<file path="src/hw/rtl/jbs_pkg.sv">
// Package for the J1939 BAM frame segmenter.
// Holds transport-protocol constants, register indexes, frame kind codes and
// the identifier builder. No dependencies.
package jbs_pkg;

    // Transport protocol constants
    localparam logic [17:0] TP_CM_PGN   = 18'h00EC00;
    localparam logic [17:0] TP_DT_PGN   = 18'h00EB00;
    localparam logic [7:0]  GLOBAL_ADDR = 8'hFF;
    localparam logic [7:0]  BAM_CONTROL = 8'd32;
    localparam logic [7:0]  FILL_BYTE   = 8'hFF;
    localparam logic [2:0]  DT_LAST_SLOT = 3'd6;   // 7 data bytes per packet
    localparam logic [7:0]  PDU2_START  = 8'd240;
    localparam int unsigned DT_BYTES    = 7;

    // ceil(len/7) via reciprocal: (len + 6) * RECIP7 >> RECIP7_SHIFT
    localparam logic [11:0] RECIP7       = 12'd2341;
    localparam int unsigned RECIP7_SHIFT = 14;

    // Configuration register indexes
    localparam logic [7:0] CFG_PRIORITY = 8'd0;
    localparam logic [7:0] CFG_PGN      = 8'd1;
    localparam logic [7:0] CFG_DEST     = 8'd2;
    localparam logic [7:0] CFG_SOURCE   = 8'd3;

    // Frame kind codes
    typedef enum logic [1:0] {
        KIND_SINGLE   = 2'd0,
        KIND_ANNOUNCE = 2'd1,
        KIND_DATA     = 2'd2
    } t_frame_kind;

    // 29-bit J1939 identifier; extended data page (PGN bit 17) is dropped
    function automatic logic [28:0] make_id(
        input logic [2:0]  prio,
        input logic [17:0] pgn,
        input logic [7:0]  dest,
        input logic [7:0]  src
    );
        logic [7:0] pf;
        logic [7:0] ps;
        pf = pgn[15:8];
        ps = (pf < PDU2_START) ? dest : pgn[7:0];
        return {prio, 1'b0, pgn[16], pf, ps, src};
    endfunction

endpackage

</file>
<file path="src/hw/rtl/j1939_bam_frame_segmenter_core.sv">
// Top level of the J1939 BAM frame segmenter: byte gathering, frame
// building and the output register. Depends on jbs_pkg.
//
//  Channel  | Direction | Signals                                | Content
//  ---------+-----------+----------------------------------------+---------------------------
//  s (in)   | slave     | i_s_tvalid o_s_tready i_s_tdata        | payload byte, message length
//  m (out)  | master    | o_m_tvalid i_m_tready o_m_tdata/tuser/tlast | one CAN frame
//  cfg      | slave     | i_cfg_valid o_cfg_ready i_cfg_index/data | register writes
//
// One byte is taken per cycle unless the input stalls; each byte yields at most one frame, built by
// a single layer of logic from the byte, the message state and the registers,
// and registered in the output register as the byte is taken.
// The input stalls only while a finished frame waits and i_m_tready is low.
// Synchronous active-low reset clears the message state, the output valid
// and restores the register defaults. Configuration is always ready.
module j1939_bam_frame_segmenter_core #(
    parameter int unsigned MAX_PACKETS = 255
) (
    input  logic         i_clk,
    input  logic         i_rst_n,
    // input stream
    input  logic         i_s_tvalid,
    output logic         o_s_tready,
    input  logic [23:0]  i_s_tdata,   // [7:0] payload_byte, [23:8] message_length
    // output stream
    output logic         o_m_tvalid,
    input  logic         i_m_tready,
    output logic [103:0] o_m_tdata,   // [28:0] frame_id, [32:29] frame_len,
                                      // [96:33] frame_data, zero above
    output logic [2:0]   o_m_tuser,   // [1:0] frame_kind, [2] length_error
    output logic         o_m_tlast,   // last_frame
    // configuration writes
    input  logic         i_cfg_valid,
    output logic         o_cfg_ready,
    input  logic [7:0]   i_cfg_index,
    input  logic [17:0]  i_cfg_data
);

    localparam int unsigned DT_BYTES_X = jbs_pkg::DT_BYTES;
    localparam logic [16:0] MAX_LEN = 17'(DT_BYTES_X * MAX_PACKETS);

    // Configuration registers
    logic [2:0]  r_prio;
    logic [17:0] r_pgn;
    logic [7:0]  r_dest;
    logic [7:0]  r_src;

    // Message state
    logic [15:0] r_bytes;      // bytes taken of current message
    logic [2:0]  r_mod7;       // r_bytes mod 7
    logic [7:0]  r_pkt_num;
    logic [63:0] r_gather;
    logic        r_swallow;

    logic [15:0] n_bytes;
    logic [2:0]  n_mod7;
    logic [7:0]  n_pkt_num;
    logic [63:0] n_gather;
    logic        n_swallow;

    // Output register
    logic        r_out_valid;
    logic [28:0] r_id;
    logic [3:0]  r_flen;
    logic [63:0] r_fdata;
    jbs_pkg::t_frame_kind r_kind;
    logic        r_last;
    logic        r_err;

    logic        n_emit;
    logic [28:0] n_id;
    logic [3:0]  n_flen;
    logic [63:0] n_fdata;
    jbs_pkg::t_frame_kind n_kind;
    logic        n_last;
    logic        n_err;

    // Datapath helpers
    logic        s_acc;
    logic [7:0]  in_byte;
    logic [15:0] in_len;
    logic [16:0] cnt_next;
    logic        msg_done;
    logic        len_err;
    logic [11:0] pk_x;
    logic [23:0] pk_prod;
    logic [7:0]  packets;
    logic [63:0] g_single;
    logic [63:0] g_bam;
    logic [63:0] g_base;
    logic [63:0] dt_data;
    logic [63:0] sf_data;
    logic [2:0]  mod7_inc;

    assign o_cfg_ready = 1'b1;
    assign o_s_tready  = !r_out_valid || i_m_tready;
    assign s_acc       = i_s_tvalid && o_s_tready;
    assign in_byte     = i_s_tdata[7:0];
    assign in_len      = i_s_tdata[23:8];

    // Configuration write decode
    always_ff @(posedge i_clk) begin
        if (!i_rst_n) begin
            r_prio <= 3'd6;
            r_pgn  <= '0;
            r_dest <= 8'hFF;
            r_src  <= '0;
        end else if (i_cfg_valid) begin
            unique case (i_cfg_index)
                jbs_pkg::CFG_PRIORITY: r_prio <= i_cfg_data[2:0];
                jbs_pkg::CFG_PGN:      r_pgn  <= i_cfg_data;
                jbs_pkg::CFG_DEST:     r_dest <= i_cfg_data[7:0];
                jbs_pkg::CFG_SOURCE:   r_src  <= i_cfg_data[7:0];
                default: ;
            endcase
        end
    end

    // Counters, length checks, packet count
    always_comb begin
        cnt_next = {1'b0, r_bytes} + 17'd1;
        msg_done = cnt_next >= {1'b0, in_len};
        len_err  = (in_len == 16'd0) ||
                   ((in_len > 16'd8) && ({1'b0, in_len} > MAX_LEN));
        pk_x     = {1'b0, in_len[10:0]} + 12'd6;
        pk_prod  = 24'(pk_x) * 24'(jbs_pkg::RECIP7);
        packets  = pk_prod[jbs_pkg::RECIP7_SHIFT +: 8];
        mod7_inc = (r_mod7 == jbs_pkg::DT_LAST_SLOT) ? 3'd0 : r_mod7 + 3'd1;
    end

    // Byte insertion and frame payload assembly
    always_comb begin
        g_single = r_gather;
        g_single[8*r_bytes[2:0] +: 8] = in_byte;

        g_base = (r_bytes == 16'd0) ? 64'd0 : r_gather;
        g_bam  = g_base;
        g_bam[8*r_mod7 +: 8] = in_byte;

        dt_data = {56'd0, r_pkt_num + 8'd1};
        for (int i = 0; i < 7; i++) begin
            dt_data[8*(i+1) +: 8] = (3'(i) <= r_mod7) ? g_bam[8*i +: 8]
                                                      : jbs_pkg::FILL_BYTE;
        end

        sf_data = g_single;
        for (int i = 0; i < 8; i++) begin
            if ((4'(i) >= in_len[3:0]) && (in_len[3:0] < 4'd8)) begin
                sf_data[8*i +: 8] = 8'd0;
            end
        end
    end

    // Per-byte decision: next state and the frame it yields
    always_comb begin
        n_bytes   = r_bytes;
        n_mod7    = r_mod7;
        n_pkt_num = r_pkt_num;
        n_gather  = r_gather;
        n_swallow = r_swallow;
        n_emit    = 1'b0;
        n_id      = '0;
        n_flen    = '0;
        n_fdata   = '0;
        n_kind    = jbs_pkg::KIND_SINGLE;
        n_last    = 1'b0;
        n_err     = 1'b0;

        if (r_swallow) begin
            // rest of a bad message: count it off silently
            if (msg_done) begin
                n_bytes = '0; n_mod7 = '0; n_pkt_num = '0;
                n_gather = '0; n_swallow = 1'b0;
            end else begin
                n_bytes = cnt_next[15:0];
                n_mod7  = mod7_inc;
            end
        end else if (len_err) begin
            n_emit = 1'b1;
            n_err  = 1'b1;
            n_pkt_num = '0;
            n_gather  = '0;
            if ((in_len == 16'd0) || msg_done) begin
                n_bytes = '0; n_mod7 = '0; n_swallow = 1'b0;
            end else begin
                n_bytes   = cnt_next[15:0];
                n_mod7    = mod7_inc;
                n_swallow = 1'b1;
            end
        end else if (in_len <= 16'd8) begin
            // single frame
            if (msg_done) begin
                n_emit  = 1'b1;
                n_id    = jbs_pkg::make_id(r_prio, r_pgn, r_dest, r_src);
                n_flen  = in_len[3:0];
                n_fdata = sf_data;
                n_kind  = jbs_pkg::KIND_SINGLE;
                n_last  = 1'b1;
                n_bytes = '0; n_mod7 = '0; n_pkt_num = '0;
                n_gather = '0;
            end else begin
                n_gather = g_single;
                n_bytes  = cnt_next[15:0];
                n_mod7   = mod7_inc;
            end
        end else begin
            // BAM transfer
            n_gather = g_bam;
            if (r_bytes == 16'd0) begin
                n_emit  = 1'b1;
                n_id    = jbs_pkg::make_id(r_prio, jbs_pkg::TP_CM_PGN,
                                           jbs_pkg::GLOBAL_ADDR, r_src);
                n_flen  = 4'd8;
                n_fdata = {6'd0, r_pgn[17:16], r_pgn[15:8], r_pgn[7:0],
                           jbs_pkg::FILL_BYTE, packets, in_len[15:8],
                           in_len[7:0], jbs_pkg::BAM_CONTROL};
                n_kind  = jbs_pkg::KIND_ANNOUNCE;
                n_pkt_num = '0;
            end else if ((r_mod7 == jbs_pkg::DT_LAST_SLOT) || msg_done) begin
                n_emit  = 1'b1;
                n_id    = jbs_pkg::make_id(r_prio, jbs_pkg::TP_DT_PGN,
                                           jbs_pkg::GLOBAL_ADDR, r_src);
                n_flen  = 4'd8;
                n_fdata = dt_data;
                n_kind  = jbs_pkg::KIND_DATA;
                n_last  = msg_done;
                n_pkt_num = r_pkt_num + 8'd1;
                n_gather  = '0;
            end
            if (msg_done) begin
                n_bytes = '0; n_mod7 = '0; n_pkt_num = '0; n_gather = '0;
            end else begin
                n_bytes = cnt_next[15:0];
                n_mod7  = mod7_inc;
            end
        end
    end

    // Message state registers
    always_ff @(posedge i_clk) begin
        if (!i_rst_n) begin
            r_bytes   <= '0;
            r_mod7    <= '0;
            r_pkt_num <= '0;
            r_gather  <= '0;
            r_swallow <= 1'b0;
        end else if (s_acc) begin
            r_bytes   <= n_bytes;
            r_mod7    <= n_mod7;
            r_pkt_num <= n_pkt_num;
            r_gather  <= n_gather;
            r_swallow <= n_swallow;
        end
    end

    // Output register: valid control
    always_ff @(posedge i_clk) begin
        if (!i_rst_n) begin
            r_out_valid <= 1'b0;
        end else if (s_acc) begin
            r_out_valid <= n_emit;
        end else if (i_m_tready) begin
            r_out_valid <= 1'b0;
        end
    end

    // Output register: frame payload
    always_ff @(posedge i_clk) begin
        if (s_acc && n_emit) begin
            r_id    <= n_id;
            r_flen  <= n_flen;
            r_fdata <= n_fdata;
            r_kind  <= n_kind;
            r_last  <= n_last;
            r_err   <= n_err;
        end
    end

    assign o_m_tvalid = r_out_valid;
    assign o_m_tdata  = {7'd0, r_fdata, r_flen, r_id};
    assign o_m_tuser  = {r_err, r_kind};
    assign o_m_tlast  = r_last;

    // Checks
    a_mod7_range: assert property (@(posedge i_clk) disable iff (!i_rst_n)
        r_mod7 <= jbs_pkg::DT_LAST_SLOT)
        else $error("slot counter out of range");

    a_mod7_idle: assert property (@(posedge i_clk) disable iff (!i_rst_n)
        (r_bytes == 16'd0) |-> (r_mod7 == 3'd0))
        else $error("slot counter not cleared with byte count");

    a_swallow_silent: assert property (@(posedge i_clk) disable iff (!i_rst_n)
        (s_acc && r_swallow) |=> !o_m_tvalid)
        else $error("frame produced for a swallowed byte");

    a_swallow_clean: assert property (@(posedge i_clk) disable iff (!i_rst_n)
        r_swallow |-> ((r_pkt_num == 8'd0) && (r_gather == 64'd0)))
        else $error("swallowed message left packet state behind");

    a_err_frame: assert property (@(posedge i_clk) disable iff (!i_rst_n)
        (r_out_valid && r_err) |-> ((o_m_tdata == 104'd0) && !r_last &&
                                    (r_kind == jbs_pkg::KIND_SINGLE)))
        else $error("error result carries frame content");

endmodule
</file>
<file path="config.mk">
export PLATFORM = sky130hd
export DESIGN_NAME = j1939_bam_frame_segmenter_core
export DESIGN_NICKNAME = d
export VERILOG_FILES = /design/src/hw/rtl/jbs_pkg.sv /design/src/hw/rtl/j1939_bam_frame_segmenter_core.sv
export SDC_FILE = /design/constraint.sdc
export NUM_CORES = 1
export LEC_CHECK = 0
export BUFFER_PORTS_ARGS = -buffer_cell sky130_fd_sc_hd__buf_2
export CAP_MARGIN = 40
export CELL_PAD_IN_SITES_DETAIL_PLACEMENT = 1
export CELL_PAD_IN_SITES_GLOBAL_PLACEMENT = 1
export CORE_ASPECT_RATIO = 2
export CORE_MARGIN = 5
export CORE_UTILIZATION = 30
export DETAILED_ROUTE_END_ITERATION = 7
export GPL_ROUTABILITY_DRIVEN = 0
export PLACE_DENSITY_LB_ADDON = 0.1
export SYNTH_ARGS = -nofsm -noshare
export SYNTH_HDL_FRONTEND = slang
export SYNTH_SLANG_ARGS = --single-unit
</file>
<file path="constraint.sdc">
create_clock -name i_clk -period 11.6 [get_ports i_clk]
set_clock_uncertainty 0.2 [all_clocks]
set_input_delay 0.58 -clock i_clk [delete_from_list [all_inputs] [get_ports i_clk]]
set_output_delay 0.58 -clock i_clk [all_outputs]
set_load 0.03 [all_outputs]
</file>
==> summary.md <==
| Metric | Value |
|---|---|
| Status | `complete, no violations` |
| Die X-Extent | `between 150 and 200 um` |
| WHS Endpoint | `r_dest[3]` |
| GRT Util Overall | `between 20% and 30%` |
| MaxCap Viol Count | `0` |
| Total CTS buffers | `26` |
| Drt pass-1 iters | `4` |
| CTS Sinks | `between 200 and 250` |
| Ant. Diodes | `0` |
| Internal Power | `0.001582 W` |
| Dpl hpwl | `44630 um` |
| Max_slew headroom | `roughly 40%` |
| Final instance area | `between 0.015 and 0.02 mm^2` |
| Final min period | `5.855 ns` |
| Synthesis Warnings | `0` |
| Multi-input logic area | `0.008294 mm^2` |
| Sequential Power Share | `a little under two fifths` |
| Leakage | `between 6 and 7 nW` |
| Drt first-iter violations | `590` |
| Peak supply drop | `a little under 90 uV` |
| CTS tree | `built` |
| Grt total ovfl | `0` |
| Clk Latency, worst-skew pair | `0.58 ns` |
| Pin count of the biggest net entering global routing | `between 70 and 80` |
| Worst Slack Setup Final | `roughly 5.7 ns` |
| Post-synth top area share | `between 20% and 30%` |
| Core area | `between 0.04 and 0.05 mm^2` |
| Most frequent cells in the layout | `190 x nand2_1, 158 x buf_2, 130 x dfxtp_1` |
| Hold depth | `3` |
| Boundary Pins | `roughly 170` |
| Final hold vios | `0` |
| Hold Startpoint | `i_cfg_data[3]` |
| Port buffer count | `roughly 160` |
| # nets final | `between 1500 and 2000` |
| Dpl ws | `5.210 ns` |
| Setup crit end kind | `flop` |
| Num rows | `approximately 110` |
| Net switching power | `approximately 0.00074 W` |
| WL per Instance | `between 20 and 25 um` |
| CP required | `roughly 12 ns` |
| Combinational share of power | `23.0%` |
| Predominant post-synthesis flop cell | `dfxtp_1` |
| Die height | `around 320 um` |
| Synth Instances | `roughly 1600` |
| Initial antenna violation count | `2` |
| Worst setup startpoint | `i_s_tdata[9]` |
| Worst-margin pin slew | `roughly 0.9 ns` |
| Most common cell after layout, fill and taps aside | `nand2_1` |
| CP Launch Type | `input pin` |
| Ys async rst share | `0%` |
| Global-route wire length before repair | `a little under 90000 um` |
| R2r setup slk | `between 6 and 7 ns` |
| Area Growth Syn to Fin | `15.82%` |
| Longest Clk Path Bufs | `3` |
| Busiest grt layer | `met2` |
| Synth Register Bits | `230` |
| Clk root buf | `clkbuf_16` |
| Number of global-route vias before repair | `~14000` |
| Reg2reg start | `r_bytes[0]` |
| Clock-pin slew on the worst setup and hold paths | `0.06 ns` |
| HP Class | `in2reg` |
| Worst-path fanout max | `10` |
| Starting Density | `30.27%` |
| PD cells | `~140 mW/mm^2` |
| Share of layout cells above drive strength 1 | `about 16%` |
| Area contributors post-synth | `edfxtp_1 21%, dfxtp_1 18%, ha_1 7.8%` |
| Reg area | `0.005605 mm^2` |
| Placement Cell Area | `~0.016 mm^2` |
| Final period util | `between 50 and 60%` |
| Sequential cell area fraction in the yosys report | `a little under two fifths` |
| Grt met3 use | `under 10%` |
| Detail Route Antenna Nets | `0` |
| Clock share of power | `approximately two fifths` |
| Reg2reg path depth | `14` |
| Vias per cell | `between 5 and 6` |
| Final Max Slew Viols | `0` |
| Fillcell total | `5647` |
| F_max | `between 150 and 200 MHz` |
| Met1 global-route usage | `a little under a quarter` |
| Final WL | `roughly 60000 um` |
| Reg-to-Reg End | `r_id[7]` |
| RSZ-0062 raised after global routing | `false` |
| H-tree levels | `1` |
| Post-CTS Setup Bufs | `0` |
| Mapped Avg Cell Area | `around 9.1 um^2` |
| Total negative setup slack | `0 ns` |
| Met2 usage | `42.47%` |
| Die area | `roughly 0.054 mm^2` |
| EDFF count, synth | `100` |
| Worst setup path class | `in2reg` |
| Arr. time, crit path | `just under 6 ns` |
| Worst hold slack | `approximately 0.053 ns` |
| Yosys top cell by area | `edfxtp_1` |
| Sw frac | `between 30% and 40%` |
| Post-Syn Area | `approximately 0.015 mm^2` |
| DRC Markers | `0` |
| Distinct cells, synth | `about 90` |
| # setup viols final | `0` |
| Total power draw | `about 0.0023 W` |
| Resized Gates After CTS | `0` |
| Vias | `12780` |
| Hold buffer count at cts | `0` |
-- power groups by stage --
stage                     Sequential, W  Clock (W)  Combinational (W)
after global placement         0.000895          0           0.000526
after global routing           0.000879   0.000968           0.000591
after floorplan                0.000936          0           0.000322
final                          0.000877   0.000910           0.000532
after CTS                      0.000878   0.000938           0.000542
after detailed placement       0.000896          0           0.000538
-- per-stage QoR --
step                util, %  cells
global placement      32.85   2322
detailed placement    33.15   2334
floorplan                 -   1623
global route          35.06   2382
CTS                   35.06   2382
finish                35.06   2382
-- registers in the layout (all words and copies together), names as in the netlist --
register	count
r_dest	8
r_mod7	3
r_err	1
r_id	28
r_src	8
r_swallow	1
r_flen	4
o_m_tlast	1
r_bytes	16
o_m_tvalid	1
r_fdata	64
r_prio	3
r_pgn	18
r_pkt_num	8
r_gather	64
r_kind	2
-- area by class of cell --
cell class / instances / share of cell area (%)
timing repair buffer: 186 / 6.265
inverter: 72 / 1.594
clock buffer: 39 / 4.605
multi-input combinational: 1208 / 48.92
sequential: 230 / 33.06
tap: 638 / 4.708
clock inverter: 9 / 0.8486
-- kinds of logic (layout without fill, tap and decap cells) --
family | count (synthesis) | after routing | synth area share, %
AO/OA/AOI/OAI | 431 | 431 | 19.57
adder cells (fa/ha/maj) | 109 | 109 | 10.24
other | 2 | 9 | 0.05130
flip-flops | 230 | 230 | 38.29
buffers and inverters | 185 | 306 | 5.555
AND/OR/NAND/NOR | 525 | 525 | 17.34
XOR/XNOR | 39 | 39 | 2.333
multiplexers | 95 | 95 | 6.615
-- critical path, cell delays in order --
cell	delay, ns
buf_2	0.15
inv_1	0.19
ha_1	0.31
nor3_1	0.45
nand3_1	0.17
xnor2_1	0.51
ha_1	0.34
ha_1	0.29
ha_1	0.30
fa_1	0.48
ha_1	0.31
and4_1	0.17
a221oi_1	0.43
o21ai_0	0.30
a2111oi_2	0.48
mux2i_1	0.13
o21ai_0	0.20
o211ai_1	0.12
-- metal layers --
metal  vias to the layer above  part of all wire (%)  wire length [um]
met3                       103                   3.1              1811
met4                         2                   4.9              2846
met5                         -                 0.022                13
li1                       6007                     -                 -
met2                       306                    55             32430
met1                      6362                    37             21550
-- worst max-delay path by stage --
stage / end / cells after the start
after global placement: r_fdata[30] / 18
after CTS: r_fdata[30] / 18
after detailed placement: r_fdata[30] / 18
final: r_fdata[30] / 18
after floorplan: o_m_tlast / 14
after global routing: r_fdata[30] / 18
-- synth_stat cells, types with 29 or more instances --
library cell / instances
clkbuf_1: 63
and2_1: 39
ha_1: 91
a21oi_1: 95
nand3_1: 52
xnor2_1: 29
mux2i_1: 81
inv_1: 69
dfxtp_1: 130
o21ai_0: 118
nand2_1: 190
nor2b_1: 33
edfxtp_1: 100
nor2_1: 122
(Power assumes the default switching activity.)
